### config.mk
export PLATFORM = sky130hd
export DESIGN_NAME = cfa_ctrl
export DESIGN_NICKNAME = d
export VERILOG_FILES = /design/src/hw/rtl/cfa_pkg.sv /design/src/hw/rtl/cfa_ctrl.sv
export SDC_FILE = /design/constraint.sdc
export NUM_CORES = 1
export LEC_CHECK = 0
export BUFFER_PORTS_ARGS = -buffer_cell sky130_fd_sc_hd__buf_2
export CAP_MARGIN = 20
export CELL_PAD_IN_SITES_DETAIL_PLACEMENT = 0
export CELL_PAD_IN_SITES_GLOBAL_PLACEMENT = 1
export CORE_AREA = 2 2 39 41
export DETAILED_ROUTE_END_ITERATION = 6
export DIE_AREA = 0 0 41 43
export GPL_TIMING_DRIVEN = 1
export PLACE_DENSITY = 0.69
export SLEW_MARGIN = 0
export SYNTH_ARGS = -nofsm -noshare
export SYNTH_HDL_FRONTEND = slang
export SYNTH_SLANG_ARGS = --single-unit
### constraint.sdc
create_clock -name clk -period 1.3 [get_ports clk]
set_input_delay 0.195 -clock clk [delete_from_list [all_inputs] [get_ports clk]]
set_output_delay 0.195 -clock clk [all_outputs]
set_load 0.01 [all_outputs]
### src/hw/rtl/cfa_pkg.sv
// Shared types, character codes and the hex digit function for the CAN frame line encoder.
// No dependencies.
package cfa_pkg;

	localparam logic [6:0] CHAR_CR    = 7'd13;
	localparam logic [6:0] CHAR_EXT_R = 7'h52;	// 'R'
	localparam logic [6:0] CHAR_EXT_T = 7'h54;	// 'T'
	localparam logic [6:0] CHAR_STD_R = 7'h72;	// 'r'
	localparam logic [6:0] CHAR_STD_T = 7'h74;	// 't'
	localparam logic [6:0] CHAR_A     = 7'h41;	// 'A'
	localparam logic [6:0] CHAR_0     = 7'h30;	// '0'
	localparam logic [3:0] MAX_BYTES  = 4'd8;

	typedef struct packed {
		logic [28:0] ident;
		logic        extended;
		logic        remote;
		logic [3:0]  length_code;
		logic [63:0] payload;
		logic [15:0] stamp;
	} in_word_t;

	typedef struct packed {
		logic [6:0] ascii_char;
		logic       last;
	} out_word_t;

	typedef enum logic [2:0] {
		SEL_TYPE,
		SEL_IDENT,
		SEL_DLC,
		SEL_DATA,
		SEL_STAMP,
		SEL_CR
	} sel_t;

	typedef enum logic [2:0] {
		ST_IDLE,
		ST_TYPE,
		ST_IDENT,
		ST_DLC,
		ST_DATA,
		ST_STAMP,
		ST_CR
	} state_t;

	typedef struct packed {
		logic load;
		logic emit;
		logic cnt_clr;
		sel_t sel;
	} cfa_cmd_t;

	typedef struct packed {
		logic out_free;
		logic seg_end;
		logic no_data;
		logic ts_en;
	} cfa_sts_t;

	function automatic logic [6:0] hex_char(input logic [3:0] nib);
		if (nib > 4'd9)
			return CHAR_A + {3'd0, nib} - 7'd10;
		return CHAR_0 + {3'd0, nib};
	endfunction

endpackage

### src/hw/rtl/cfa_ctrl.sv
// Line sequencer: walks the segments of one output line and commands the datapath.
// Depends on cfa_pkg.
module cfa_ctrl
	import cfa_pkg::*;
(
	input  logic     clk,
	input  logic     arst_n,
	input  logic     in_valid,
	output logic     in_ready,
	input  cfa_sts_t sts,
	output cfa_cmd_t cmd
);

	state_t state_q, state_d;

	always_ff @(posedge clk or negedge arst_n) begin
		if (!arst_n)
			state_q <= ST_IDLE;
		else
			state_q <= state_d;
	end

	always_comb begin
		state_d     = state_q;
		in_ready    = 1'b0;
		cmd.load    = 1'b0;
		cmd.emit    = 1'b0;
		cmd.cnt_clr = 1'b0;
		cmd.sel     = SEL_TYPE;
		unique case (state_q)
			ST_IDLE: begin
				in_ready = 1'b1;
				if (in_valid) begin
					cmd.load = 1'b1;
					state_d  = ST_TYPE;
				end
			end
			ST_TYPE: begin
				cmd.sel = SEL_TYPE;
				if (sts.out_free) begin
					cmd.emit    = 1'b1;
					cmd.cnt_clr = 1'b1;
					state_d     = ST_IDENT;
				end
			end
			ST_IDENT: begin
				cmd.sel = SEL_IDENT;
				if (sts.out_free) begin
					cmd.emit = 1'b1;
					if (sts.seg_end) begin
						cmd.cnt_clr = 1'b1;
						state_d     = ST_DLC;
					end
				end
			end
			ST_DLC: begin
				cmd.sel = SEL_DLC;
				if (sts.out_free) begin
					cmd.emit    = 1'b1;
					cmd.cnt_clr = 1'b1;
					priority if (!sts.no_data)
						state_d = ST_DATA;
					else if (sts.ts_en)
						state_d = ST_STAMP;
					else
						state_d = ST_CR;
				end
			end
			ST_DATA: begin
				cmd.sel = SEL_DATA;
				if (sts.out_free) begin
					cmd.emit = 1'b1;
					if (sts.seg_end) begin
						cmd.cnt_clr = 1'b1;
						state_d     = sts.ts_en ? ST_STAMP : ST_CR;
					end
				end
			end
			ST_STAMP: begin
				cmd.sel = SEL_STAMP;
				if (sts.out_free) begin
					cmd.emit = 1'b1;
					if (sts.seg_end) begin
						cmd.cnt_clr = 1'b1;
						state_d     = ST_CR;
					end
				end
			end
			ST_CR: begin
				cmd.sel = SEL_CR;
				if (sts.out_free) begin
					cmd.emit    = 1'b1;
					cmd.cnt_clr = 1'b1;
					state_d     = ST_IDLE;
				end
			end
			default: state_d = ST_IDLE;
		endcase
	end

`ifndef SYNTHESIS
	a_emit_free: assert property (@(posedge clk) disable iff (!arst_n)
		cmd.emit |-> sts.out_free)
		else $error("character emitted into a full output register");
	a_data_has_bytes: assert property (@(posedge clk) disable iff (!arst_n)
		(state_q == ST_DATA) |-> !sts.no_data)
		else $error("data segment entered for a frame without data bytes");
	a_load_line_start: assert property (@(posedge clk) disable iff (!arst_n)
		cmd.load |=> (state_q == ST_TYPE))
		else $error("frame load did not start a line");
`endif

endmodule

* After elaboration in Yosys (flattened, before gate mapping)
Cells that the tools add are included.
** Word-level totals
- Flip-flop bits (word level) :: 3
- Bits of input ports :: 7
- Output and inout bits :: 7
- Logic and storage cells :: 39
** Cells by class
- Equality and inequality tests :: 16
- Muxes and demuxes :: 20
- Reduce and logical (&&, ||, !) cells :: 2
** Operators by type and width (count)
- $mux W3 :: 10
- $pmux W5 S6 :: 1
- $pmux W3 S7 :: 1
- $ne A2 B2 Y1 const B :: 10
- $reduce_and A10 Y1 :: 1
- $eq A3 B3 Y1 const B :: 3
- $mux W2 :: 4
- $eq A3 B2 Y1 const B :: 2
- $mux W1 :: 4
- $eq A3 B1 Y1 const B :: 1
- $logic_not A3 Y1 :: 1

* Depth between registers and ports, before layout
- Word-level depth :: 4
- Gate-level depth with buffers :: 5
- Mapped depth without buffers :: 4

* Worst setup path after synthesis
No wires, ideal clock.
- Path type :: register -> output
- From :: register state_q[2]
- To :: output cmd[5] in the netlist's numbering
- Arrival time :: 1.004 ns
- Required time :: 1.105 ns
- Slack :: 0.101 ns
- Stages on the path, launching flop included :: 4
- Buffers on the path :: 1
- Cell sequence :: dfrtp_1 -> buf_4 -> nor3_2 -> and2_1
** RTL lines
- start, declared :: line cfa_ctrl.sv:14 : state_t state_q, state_d;
- start signal, assigned :: line cfa_ctrl.sv:20 : state_q <= state_d;
- end, declared :: line cfa_ctrl.sv:11 : output cfa_cmd_t cmd

==> metrics <==
setup violators final 6; worst r2r dst state_q[0]; Multi-input gate area 239 µm²; crit path kind reg2out; CTS tree done; DP Area 443 µm²; Vert. Die Dim 43 µm; Initial Util 0.248; die span in x 41 µm; critical path fanouts, max 7; largest net degree at the start of global routing 10; max-slew violations 0; clock tree buffer depth 2; static leakage 0.246 nW; final hold violation count 0; FILL cells 151; post-detail-place hpwl 623 µm; Worst-Margin Slew 0.196 ns; Post-synth EDFFs 0; Syn Std Cell Area 343 µm²; WL met3 23 µm; RePlAce Congestion 0.756; Worst-path clk slew 0.04 ns; Post-Route WL 885 µm; final instance area 537 µm²; layout cells sized above 1 0.466; crit path time final 1.40 ns; antenna-violating nets left 0; die area 1760 µm²; status finished with violations; highest routed layer met3; RSZ-0062 raised after global routing true; clk root buf clkbuf_4; row count 14; WP data required 1.11 ns; Num CTS Buffers 3; vias in the first global route 384; Synth area leaders dfrtp_1 22%, a21oi_1 8.8%, buf_6 6.6%; H-tree depth 1; max_slew headroom 0.869; max reg flops 3; gr usage total 0.123; Synthesized Nets 56; startpoint types flop; total chip power 1.27 mW; Max Clock Skew 0.000615 ns; detailed-route DRC error count 0; Syn Area/Cell 7.00 µm²; first-pass GRT wire length 1460 µm; register-to-register setup slack 0.07 ns; Worst VDD drop 0.858 mV; I/O pin cnt 14; Synth top area share 0.219; TritonRoute pass-1 iters 4; pre-CTS setup slack 0.0293 ns; Cells after Synth 49; #FFs+latches synth 3; gr ovfl total 0; Top reg by flops state_q; PortBufs 13; Peak Freq 0.714 GHz; CP Capture Type primary output; fin nets 81; Final period util 1.08; R2R depth 5; Met1 Wirelength 425 µm; Critical Path AT 1.21 ns; initial antenna violation count 0; Ys Warns 0; Hold/Removal Path Class in2async; power density of the placed cells 2370 nW/µm²; vias per cell 4.72; setup ws final -0.101 ns; dominant synthesized flop cell dfrtp_1; antenna cell count 0; post-synth top area cell dfrtp_1; WL met2 436 µm; Commonest cells post-synth 6 x a21oi_1, 6 x nand2_1, 4 x nor2_1, 4 x o21ai_0, 4 x o21ai_1; worst-skew pair later-pin latency 0.23 ns; area grow syn2layout 56.6%; core box area 1380 µm²; sequential area share after synthesis 0.219; Regs by FF count state_q: 3 flops; DRT iter0 DRCs 4; sequential cell area 78.8 µm²; Via Count 420; wire length per cell 9.94 µm; reg-to-reg startpoint state_q[1]; Synth async-reset ratio 1.00; failing checks negative setup slack; Yosys cell types 21; clk sink count 3; Max-cap violations 0
## per-layer routing
metal  vias up  GRT usage
met2         8      0.175
met3         0     0.0524
met4         0     0.0733
met1       190      0.146
li1        222          -
met5         -          0
## cell usage in the layout (no fill, tap or decap), drive strengths merged, types with 2 or more instances in the layout
master / synthesis / routed
dfrtp: 3 / 3
nand2b: 3 / 3
o21ai: 8 / 8
a21oi: 6 / 6
nor2: 4 / 4
buf: 4 / 23
clkbuf: 0 / 4
nand2: 6 / 6
nor3: 2 / 2
inv: 2 / 2
nand3: 2 / 2
o22a: 2 / 2
## cell families (layout without fill, tap and decap cells)
group	count (synthesis)	after routing	share of synthesized area
XOR/XNOR	1	1	0.0256
AO/OA/AOI/OAI	20	20	0.350
buffers and inverters	6	30	0.131
flip-flops	3	3	0.219
AND/OR/NAND/NOR	19	19	0.274
## report_power, final
| part | internal [mW] | leakage [nW] | switching (mW) | total, mW |
|---|---|---|---|---|
| Combinational | 0.469 | 0.197 | 0.402 | 0.872 |
| Sequential | 0.142 | 0.0343 | 0.100 | 0.242 |
| Clock | 0.115 | 0.0150 | 0.0450 | 0.160 |
| Total | 0.726 | 0.246 | 0.548 | 1.27 |
## worst max-delay path, cell delays in order, from the launching register on
cell and delay, ns:
dfrtp_2 0.47, a21oi_1 0.15, nand2_1 0.06, and3_1 0.17
buf_2 0.13
## through the flow
| stage | TNS (ns) | instances | hold slack [ns] | util |
|---|---|---|---|---|
| final | -0.473 | 89 | 0.291 | 0.388 |
| after global placement | 0 | 81 | -0.00834 | 0.320 |
| after CTS | -0.640 | 87 | 0.288 | 0.362 |
| after global routing | -1.02 | 89 | 0.297 | 0.388 |
| after detailed placement | 0 | 81 | -0.00756 | 0.320 |
| after floorplan | 0 | 49 | -0.101 | - |
## final cells by class
| type | count | share of cell area |
|---|---|---|
| Timing Repair Buffer | 24 | 0.308 |
| Clock buffer | 4 | 0.0490 |
| Multi-Input combinational cell | 40 | 0.445 |
| Inverter | 2 | 0.0140 |
| Tap cell | 16 | 0.0373 |
| Sequential cell | 3 | 0.147 |
## worst max path at each step
stage / startpoint / to / depth (start not counted)
after global routing: state_q[1] / cmd[3] / 4
final: state_q[1] / cmd[3] / 4
after global placement: state_q[1] / cmd[1] / 5
after detailed placement: state_q[1] / cmd[3] / 5
after floorplan: state_q[2] / cmd[5] / 3
after CTS: state_q[2] / cmd[5] / 4
## what timing repair did
item	4_1_cts	5_1_grt
gates resized for setup	7	9
gates cloned	0	0
hold buffers	1	0
endpoints found under the hold margin	3	0
pin swaps	1	5
setup endpoints to repair	7	7
buffers inserted	1	2
Power figures use the tool's default switching activity.
