[src/hw/rtl/cfa_pkg.sv]
// Shared types, character codes and the hex digit function for the CAN frame line encoder.
// No dependencies.
package cfa_pkg;

	localparam logic [6:0] CHAR_CR    = 7'd13;
	localparam logic [6:0] CHAR_EXT_R = 7'h52;	// 'R'
	localparam logic [6:0] CHAR_EXT_T = 7'h54;	// 'T'
	localparam logic [6:0] CHAR_STD_R = 7'h72;	// 'r'
	localparam logic [6:0] CHAR_STD_T = 7'h74;	// 't'
	localparam logic [6:0] CHAR_A     = 7'h41;	// 'A'
	localparam logic [6:0] CHAR_0     = 7'h30;	// '0'
	localparam logic [3:0] MAX_BYTES  = 4'd8;

	typedef struct packed {
		logic [28:0] ident;
		logic        extended;
		logic        remote;
		logic [3:0]  length_code;
		logic [63:0] payload;
		logic [15:0] stamp;
	} in_word_t;

	typedef struct packed {
		logic [6:0] ascii_char;
		logic       last;
	} out_word_t;

	typedef enum logic [2:0] {
		SEL_TYPE,
		SEL_IDENT,
		SEL_DLC,
		SEL_DATA,
		SEL_STAMP,
		SEL_CR
	} sel_t;

	typedef enum logic [2:0] {
		ST_IDLE,
		ST_TYPE,
		ST_IDENT,
		ST_DLC,
		ST_DATA,
		ST_STAMP,
		ST_CR
	} state_t;

	typedef struct packed {
		logic load;
		logic emit;
		logic cnt_clr;
		sel_t sel;
	} cfa_cmd_t;

	typedef struct packed {
		logic out_free;
		logic seg_end;
		logic no_data;
		logic ts_en;
	} cfa_sts_t;

	function automatic logic [6:0] hex_char(input logic [3:0] nib);
		if (nib > 4'd9)
			return CHAR_A + {3'd0, nib} - 7'd10;
		return CHAR_0 + {3'd0, nib};
	endfunction

endpackage

[src/hw/rtl/cfa_datapath.sv]
// Frame register, digit counter, character select and output register.
// Depends on cfa_pkg.
module cfa_datapath
	import cfa_pkg::*;
(
	input  logic      clk,
	input  logic      arst_n,
	input  in_word_t  in_data,
	input  logic      cfg_we,
	input  logic      cfg_wdata,
	input  logic      out_ready,
	output logic      out_valid,
	output out_word_t out_data,
	input  cfa_cmd_t  cmd,
	output cfa_sts_t  sts
);

	in_word_t   frame_q;
	logic [3:0] cnt_q;
	logic       ts_en_q;
	logic       out_valid_q;
	out_word_t  out_q;

	logic [3:0]  nbytes;
	logic [3:0]  data_end;
	logic [31:0] ident32;
	logic [2:0]  id_nib;
	logic [3:0]  pl_nib;
	logic [1:0]  st_nib;
	logic [3:0]  nib;
	logic        seg_end;
	out_word_t   chr;

	always_ff @(posedge clk or negedge arst_n) begin
		if (!arst_n)
			ts_en_q <= 1'b0;
		else if (cfg_we)
			ts_en_q <= cfg_wdata;
	end

	always_ff @(posedge clk) begin
		if (cmd.load)
			frame_q <= in_data;
	end

	always_ff @(posedge clk or negedge arst_n) begin
		if (!arst_n)
			cnt_q <= 4'd0;
		else if (cmd.load || (cmd.emit && cmd.cnt_clr))
			cnt_q <= 4'd0;
		else if (cmd.emit)
			cnt_q <= cnt_q + 4'd1;
	end

	// data bytes clamp at eight; remote frames carry none
	assign nbytes   = frame_q.remote ? 4'd0 :
		((frame_q.length_code > MAX_BYTES) ? MAX_BYTES : frame_q.length_code);
	assign data_end = 4'({1'b0, nbytes, 1'b0} - 6'd1);

	assign ident32 = {3'd0, frame_q.ident};
	assign id_nib  = frame_q.extended ? (3'd7 - cnt_q[2:0]) : (3'd2 - cnt_q[2:0]);
	assign pl_nib  = 4'd15 - cnt_q;
	assign st_nib  = 2'd3 - cnt_q[1:0];

	always_comb begin
		nib      = 4'd0;
		chr.last = 1'b0;
		seg_end  = 1'b1;
		unique case (cmd.sel)
			SEL_TYPE: begin
				if (frame_q.extended)
					chr.ascii_char = frame_q.remote ? CHAR_EXT_R : CHAR_EXT_T;
				else
					chr.ascii_char = frame_q.remote ? CHAR_STD_R : CHAR_STD_T;
			end
			SEL_IDENT: begin
				nib            = ident32[{id_nib, 2'b00} +: 4];
				chr.ascii_char = hex_char(nib);
				seg_end        = frame_q.extended ? (cnt_q == 4'd7) : (cnt_q == 4'd2);
			end
			SEL_DLC: begin
				nib            = frame_q.length_code;
				chr.ascii_char = hex_char(nib);
			end
			SEL_DATA: begin
				nib            = frame_q.payload[{pl_nib, 2'b00} +: 4];
				chr.ascii_char = hex_char(nib);
				seg_end        = (cnt_q == data_end);
			end
			SEL_STAMP: begin
				nib            = frame_q.stamp[{st_nib, 2'b00} +: 4];
				chr.ascii_char = hex_char(nib);
				seg_end        = (cnt_q == 4'd3);
			end
			SEL_CR: begin
				chr.ascii_char = CHAR_CR;
				chr.last       = 1'b1;
			end
			default: chr.ascii_char = CHAR_CR;
		endcase
	end

	assign sts.seg_end  = seg_end;
	assign sts.out_free = !out_valid_q || out_ready;
	assign sts.no_data  = (nbytes == 4'd0);
	assign sts.ts_en    = ts_en_q;

	always_ff @(posedge clk or negedge arst_n) begin
		if (!arst_n)
			out_valid_q <= 1'b0;
		else if (cmd.emit)
			out_valid_q <= 1'b1;
		else if (out_ready)
			out_valid_q <= 1'b0;
	end

	always_ff @(posedge clk) begin
		if (cmd.emit)
			out_q <= chr;
	end

	assign out_valid = out_valid_q;
	assign out_data  = out_q;

`ifndef SYNTHESIS
	a_cr_only_last: assert property (@(posedge clk) disable iff (!arst_n)
		(out_valid_q && !out_q.last) |-> (out_q.ascii_char != CHAR_CR))
		else $error("carriage return inside a line");
	a_last_is_cr: assert property (@(posedge clk) disable iff (!arst_n)
		(out_valid_q && out_q.last) |-> (out_q.ascii_char == CHAR_CR))
		else $error("line closed without carriage return");
	a_out_hold: assert property (@(posedge clk) disable iff (!arst_n)
		(out_valid_q && !out_ready) |=> (out_valid_q && $stable(out_q)))
		else $error("output word changed before it was taken");
`endif

endmodule

[config.mk]
export PLATFORM = sky130hd
export DESIGN_NAME = cfa_datapath
export DESIGN_NICKNAME = d
export VERILOG_FILES = /design/src/hw/rtl/cfa_pkg.sv /design/src/hw/rtl/cfa_datapath.sv
export SDC_FILE = /design/constraint.sdc
export NUM_CORES = 1
export LEC_CHECK = 0
export BUFFER_PORTS_ARGS = -buffer_cell sky130_fd_sc_hd__buf_4
export CAP_MARGIN = 25
export CORE_MARGIN = 1
export CORE_UTILIZATION = 35
export CTS_BUF_LIST = sky130_fd_sc_hd__clkbuf_2
export DETAILED_ROUTE_END_ITERATION = 16
export GPL_ROUTABILITY_DRIVEN = 1
export GPL_TIMING_DRIVEN = 1
export SLEW_MARGIN = 10
export SYNTH_ARGS = -nofsm -noshare
export SYNTH_HDL_FRONTEND = slang
export SYNTH_SLANG_ARGS = --single-unit
[constraint.sdc]
create_clock -name clk -period 4.65 [get_ports clk]
set_clock_uncertainty 0.15 [all_clocks]
set_input_delay 0.93 -clock clk [delete_from_list [all_inputs] [get_ports clk]]
set_output_delay 0.93 -clock clk [all_outputs]
set_load 0.005 [all_outputs]
# Yosys cells after proc, flatten, opt, wreduce, memory -nomap -nowiden
# Index checks and enable logic that the tools add are counted.
totals:
  ff_bits: 129
  latch_bits: 0
  ram_bits: 0
  romBits: 0
  in_bits: 126
  output_inout_bits: 13
  word_cells: 84
  memories: 0
op_classes:
  n_addsub: 18
  mul: 0
  div_mod_pow: 0
  n_lt_le_gt_ge: 5
  eq_ne: 9
  shift: 3
  mux: 30
  bitwise: 0
  n_reduce_logical: 8
op_table:
  columns: ["cell", "n"]
  rows:
  - ["$shiftx 64x7->4", 1]
  - ["$mux 7", 8]
  - ["$pmux 7 s5", 1]
  - ["$shiftx 32x6->4", 1]
  - ["$add 6x4->7 const A", 4]
  - ["$add 7x4->7 const A", 4]
  - ["$sub 7x4->7 const B", 4]
  - ["$gt 4x4->1 const B", 5]
  - ["$mux 4", 4]
  - ["$shiftx 16x5->4", 1]
  - ["$mux 1", 12]
  - ["$mux 3", 3]
  - ["$eq 4x2->1 const B", 2]
  - ["$eq 3x2->1 const B", 2]
  - ["$eq 3x3->1 const B", 2]
  - ["$mux 6", 1]
  - ["$add 4x1->4 const B", 1]
  - ["$eq 4x3->1 const B", 1]
  - ["$eq 4x4->1", 1]
  - ["$logic_not 4->1", 1]
  - ["$reduce_bool 2->1", 2]
  - ["$sub 4x1->4 const B", 1]
  - ["$sub 4x4->4 const A", 1]
  - ["$eq 3x1->1 const B", 1]
  - ["8 further kinds", 9]

# Logic depth before layout (Yosys ltp)
# Gate-level depths: netlist (run 1).
depth:
  depth_word: 8
  depth_mapped: 14
  depth_no_buf: 11

# Least setup slack after synthesis (run 1)
# Ideal clock, no wire load.
synth_path:
  kind: "register to register"
  start: "register cnt_q[0]"
  end: "register out_q (netlist bit out_data[1]) (data pin)"
  setup_time_ns: 0.137
  t_arrival_ns: 3.122
  required_time_ns: 4.363
  slack_ns: 1.241
  path_stages_with_launch: 12
  path_buffers: 1
  path_cell_list: "dfrtp_1 -> ha_1 -> buf_2 -> mux2i_2 -> mux2_2 -> mux4_2 -> inv_1 -> ha_1 -> nor2_1 -> or3_1 -> a311o_1 -> nand4_1"
synth_rtl:
  columns: ["item", "line_no", "rtl"]
  rows:
  - ["start, declared", "cfa_datapath.sv:19", "logic [3:0] cnt_q;"]
  - ["start signal, assigned", "cfa_datapath.sv:52", "cnt_q <= cnt_q + 4'd1;"]
  - ["end signal, assigned", "cfa_datapath.sv:119", "out_q <= chr;"]
  - ["end, declared", "cfa_datapath.sv:22", "out_word_t out_q;"]

==> results of run 1 <==
-- cell type report --
type | count | area [um^2]
multi-input combinational | 215 | 1840
sequential | 129 | 3850
tap | 216 | 270
timing repair buffer | 144 | 1100
clock inverter | 15 | 214
inverter | 10 | 37.5
clock buffer | 17 | 85.1
fill | 1434 | 8660
-- metal layers --
| metal | global-route usage | wire length, um |
|---|---|---|
| met2 | 0.242 | 5790 |
| met5 | 0 | 0 |
| met3 | 0.0597 | 946 |
| met4 | 0.0595 | 229 |
| met1 | 0.202 | 5340 |
-- cells in the mapped netlist (6+ instances only) --
library cell / count
dfrtp_1: 6
mux2i_1: 23
ha_1: 11
nor3_1: 7
clkbuf_1: 9
mux4_2: 19
inv_1: 10
nor2_1: 22
edfxtp_1: 123
a21oi_1: 14
o21ai_0: 15
a22oi_1: 6
mux2_2: 6
nand2_1: 19
-- worst paths after layout --
check / slack (ns) / endpoint / start / depth (start not counted)
max in group asynchronous: 3.77 / cnt_q[0] / arst_n / 2
max reg2reg: 0.88 / out_data[1] / cnt_q[0] / 10
max: 0.55 / sts[2] / frame_q[80] / 9
min reg2reg: 0.40 / out_valid / out_valid / 2
min: 0.26 / frame_q[59] / in_data[59] / 1
min in group asynchronous: 0.43 / cnt_q[3] / arst_n / 2
-- placed cells by master (no fill, tap or decap), drive strengths merged, types with 11 or more instances in the layout --
| cell | netlist | routed |
|---|---|---|
| buf | 8 | 143 |
| nand2 | 19 | 19 |
| mux2i | 24 | 24 |
| mux4 | 20 | 20 |
| edfxtp | 123 | 123 |
| a21oi | 14 | 14 |
| clkbuf | 10 | 17 |
| ha | 11 | 11 |
| inv | 10 | 11 |
| nor2 | 22 | 22 |
| o21ai | 17 | 17 |
-- through the flow --
stage	setup slack, ns	instances	util	total power [W]	hold WS (ns)
after floorplan	1.24	372	-	0.00161	0.332
after global placement	0.976	712	0.440	0.00177	0.344
after detailed placement	0.881	712	0.440	0.00179	0.356
after CTS	0.410	745	0.459	0.00261	0.166
after global routing	0.263	746	0.461	0.00271	0.127
final	0.548	746	0.461	0.00257	0.260
-- flip-flops by register name, indices dropped and copies added (netlist names) --
| signal | flops |
|---|---|
| out_data | 8 |
| frame_q | 115 |
| cnt_q | 4 |
| ts_en_q | 1 |
| out_valid | 1 |
-- what timing repair did --
| item | in CTS | in global routing |
|---|---|---|
| endpoints found under the setup margin | 0 | 0 |
| endpoints found under the hold margin | 6 | 0 |
| hold buffers | 1 | 0 |
-- report_power, final --
part	switching [W]	total, W	internal, W
registers	0.0000303	0.00140	0.00137
logic	0.000168	0.000355	0.000186
clock network	0.000413	0.000816	0.000404
total	0.000611	0.00257	0.00196
-- logic make-up after synthesis --
family,Yosys count,share of synthesized area
fa+ha+maj,11,0.0236
xor+xnor,6,0.0103
buf+inv,28,0.0249
flops,129,0.659
compound gates,67,0.0794
simple gates,80,0.0697
mux,51,0.133
==> metrics, run 1 <==
status completed; Root Buffer Master clkbuf_2; kind of critical path reg -> out; Reg clk slew, reported paths 0.20 ns; Max-cap violations 0; clk sinks 129; final setup vio count 0; Worst VDD drop between 0.00015 and 0.0002 V; largest area contributor in the netlist edfxtp_1; RSZ-0062 raised after global routing false; first-pass GRT wire length 19.5 mm; Detailed Place HPWL between 9 and 10 mm; syn nets 509; antenna fix cells 0; Core Region 16100 um^2; Worst Path Arrival 3.02 ns; Synth Flop Type edfxtp_1; Cell Pwr Density between 300 and 400 nW/um^2; nets@finish approximately 650; min-delay worst type in -> reg; via count 3652; Fin. Hold Viols 0; Synth top area share 0.633; Die Height 131 um; syn avg cell area 15.7 um^2; clock latency on the worst-skew pair 0.67 ns; Peak Freq 244 MHz; crit-path max FO 4; Global Route Usage Sum 0.157; CP Cell Sequence inv_1 -> ha_1 -> nand2b_1 -> a211o_1 -> ha_1 -> a211oi_1 -> xor2_1 -> o32ai_1 -> buf_4; period utilisation layout 0.882; area delta synth->final 26.9%; Netlist cell types between 60 and 70; initial antenna violation count 0; Leak between 2 and 3 nW; synthesized area 5830 um^2; layout cells sized above 1 0.400; post-route ant nets 0; post-CTS setup buffers 0; Core Rows 46; TNS Setup 0 ns; cell area after layout 7400 um^2; sequential share of the synthesized area 0.659; Wirelength per Cell 16.5 um; crit path time final 4.10 ns; Synth area leaders edfxtp_1 63%, mux4_2 7.3%, mux2i_1 3.9%; DIE WIDTH roughly 130 um; element type at the critical path start flop; Vias/cell roughly 5; clk buf depth 2; Post-Place Cell Area 7060 um^2; Initial DRC Count 211; Synth Instances between 300 and 400; worst slew pin tran around 0.68 ns; grt ovf 0; Pins Over Slew Limit 0; boundary pin count around 140; die area 17200 um^2; drt total wl 12.3 mm; vias in the first global route 3832; buffer and inverter count on the worst path 2; relative slew slack 0.541; Starting Density 0.363; Top delay family on crit path compound AO/OA/AOI/OAI gates; slowest CP cell edfxtp_1; EDFF count, synth 123; crit end category output port; GP Congestion 0.828; Most Frequent Cell on Critical Path ha_1; Worst EP required 3.57 ns; CTS tree built; Yosys reg bits 129; Synth Warn # 0; drt drc 0; CTS H-tree depth 4; Detailed Routing Iterations Pass 1 7; asr flop ratio synth 0.0465; IO buf count 138; slowest stage delay, CP approximately 0.48 ns; largest net degree at the start of global routing about 90; CTS Buf Count 17; post-CTS sizing 0
No activity file was read; power rests on OpenSTA's default activity.
==> run 2: changes to the inputs <==
==> constraint.sdc (replaced) <==
create_clock -name clk -period 4.56 [get_ports clk]
set_clock_uncertainty 0.15 [all_clocks]
set_input_delay 0.912 -clock clk [delete_from_list [all_inputs] [get_ports clk]]
set_output_delay 0.912 -clock clk [all_outputs]
set_load 0.005 [all_outputs]
==> run 2 against run 1 <==
  * Clock power shrank 10%
  * First-iteration DRC count grew 17%
  * Clock-buffer cell count is the same
  * Highest routed layer unchanged
==> metrics, run 2 (same netlist as run 1, synthesis figures left out) <==
vias in the first global route 3695 (-3.6%); RSZ-0062 raised after global routing false; Root Buffer Master clkbuf_2; drt drc 0 (unchanged); Most Frequent Cell on Critical Path ha_1; sw frac 0.265 (+0.0271); post-route ant nets 0 (unchanged); relative slew slack 0.515 (-0.0266); kind of critical path reg -> out; crit path time final 4.16 ns; status completed; clock power share 0.291 (-0.026); Starting Density 0.363 (unchanged); filler instances 1448 (+0.98%); slowest stage delay, CP 0.48 ns (about the same); flip-flop and latch area 3850 um^2 (unchanged); CP Cell Sequence inv_1 -> ha_1 -> nand2b_1 -> a211o_1 -> ha_1 -> a211oi_1 -> xor2_1 -> o32ai_1 -> buf_4; most frequent cells in the layout 142 x buf_4, 123 x edfxtp_1, 23 x mux2i_1; antenna fix cells 0 (unchanged); nets@finish 653 (-0.15%); CTS Buf Count 17 (unchanged); CTS tree built; reg-to-reg slack, setup 0.77 ns (-0.11 ns); DIE WIDTH 131 um (unchanged); worst slew pin tran 0.720 ns (+0.0395 ns); max FFs per register 115 (unchanged); clock latency on the worst-skew pair 0.69 ns (+0.02 ns); Worst EP required 3.50 ns (-0.07 ns); Peak Freq 240 MHz; Reg clk slew, reported paths 0.22 ns (+0.02 ns); most common cell after layout, fill and taps aside buf_4; uppermost layer routed met4; min-delay worst type in -> reg; period utilisation layout 0.913; initial antenna violation count 0 (unchanged); P_int 0.00186 W (-5.4%); Worst VDD drop 0.000193 V (+4.6%); Core Rows 46 (unchanged); final setup vio count 0 (unchanged); area delta synth->final 25.6%; Vias/cell 4.99 (+1.9%); Combinational Power Share 0.142 (+0.004); placed cell count 712 (unchanged); post-CTS setup buffers 0 (unchanged); crit end category output port; Detailed Routing Iterations Pass 1 5 (-2); Switch Pwr 0.000668 W (+9.3%); Global Route Usage Sum 0.153 (-0.00464); grt ovf 0 (unchanged); IO buf count 138 (unchanged); Fin. Hold Viols 0 (unchanged); GP Congestion 0.828 (about the same); Top delay family on crit path compound AO/OA/AOI/OAI gates; die area 17200 um^2 (unchanged); first-pass GRT wire length 19.0 mm (-2.5%); largest net degree at the start of global routing 42 (-53%); clk buf depth 2 (unchanged); Worst Path Arrival 3.10 ns (+0.08 ns); area of the multi-input gates 1840 um^2 (unchanged); crit-path max FO 4 (unchanged); boundary pin count 139 (unchanged); element type at the critical path start flop; Initial DRC Count 246 (+17%); CTS H-tree depth 4 (unchanged); metal2 WL 5.95 mm (+2.7%); Top reg by flops frame_q; Die Height 131 um (unchanged); layout cells sized above 1 0.399 (-0.00113); slowest CP cell edfxtp_1; drt total wl 12.4 mm (+1.0%); Detailed Place HPWL 9.10 mm (+0.46%); via count 3715 (+1.7%); clk sinks 129 (unchanged); Sequential Power Share 0.567 (+0.022); TNS Setup 0 ns (unchanged); Leak 2.78 nW (-1.1%); wl on met1 5.27 mm (-1.2%); fin cells 745 (-0.13%); Core Region 16100 um^2 (unchanged); met3 WL 1.07 mm (+13%); Cell Pwr Density 345 nW/um^2 (-0.94%); Wirelength per Cell 16.7 um (+1.1%); Pins Over Slew Limit 0 (unchanged); Max-cap violations 0 (unchanged); buffer and inverter count on the worst path 2 (unchanged)
==> run 2: changes by cell type in the layout (fill, tap and decap cells not counted), sizes merged <==
cell | previous run | this run
clkinvlp | 2 | 1
clkinv | 7 | 3
inv | 11 | 19
buf | 143 | 142
bufinv | 5 | 2
==> run 2: final timing paths <==
path | start | to | cells after the start
worst max register to register | cnt_q[0] | out_data[2] | 10
worst min register to register | ts_en_q | ts_en_q | 1
max in group asynchronous | arst_n | cnt_q[0] | 2
min in group asynchronous | arst_n | ts_en_q | 2
worst max-delay path | frame_q[80] | sts[2] | 9
worst min-delay path | in_data[40] | frame_q[40] | 1
==> run 2: layout make-up <==
type | count | area share
Sequential cell | 129 | 0.525
Multi-Input combinational cell | 215 | 0.252
Timing Repair Buffer | 143 | 0.147
Tap cell | 216 | 0.0369
Clock inverter | 15 | 0.0229
Clock buffer | 17 | 0.0116
Inverter | 10 | 0.00512
==> run 2: through the flow <==
stage | area (um^2) | util | worst slack, ns | hold slack [ns] | power (W)
3_3_place_gp | 7060 | 0.440 | 0.895 | 0.343 | 0.00181
5_1_grt | 7330 | 0.456 | 0.146 | 0.109 | 0.00265
2_1_floorplan | 5830 | - | 1.15 | 0.332 | 0.00164
6_report | 7330 | 0.456 | 0.395 | 0.225 | 0.00252
4_1_cts | 7330 | 0.456 | 0.294 | 0.121 | 0.00256
3_5_place_dp | 7060 | 0.440 | 0.795 | 0.361 | 0.00182
==> run 2: what timing repair did <==
item                      4_1_cts  5_1_grt
resized for setup               0        0
hold endpoints to repair        6        0
hold buffers                    1        0
==> run 2: layer usage <==
metal / up-vias / global-route usage
li1: 1760 / -
met1: 1787 / 0.190
met2: 158 / 0.244
met3: 10 / 0.0576
met4: 0 / 0.0521
met5: - / 0
==> run 2: power by group through the flow <==
stage / sequential, W / clock, W / combinational, W
after global routing: 0.00144 / 0.000812 / 0.000392
after global placement: 0.00146 / 0 / 0.000350
after CTS: 0.00143 / 0.000766 / 0.000361
after floorplan: 0.00145 / 0 / 0.000191
final: 0.00143 / 0.000734 / 0.000359
after detailed placement: 0.00146 / 0 / 0.000360
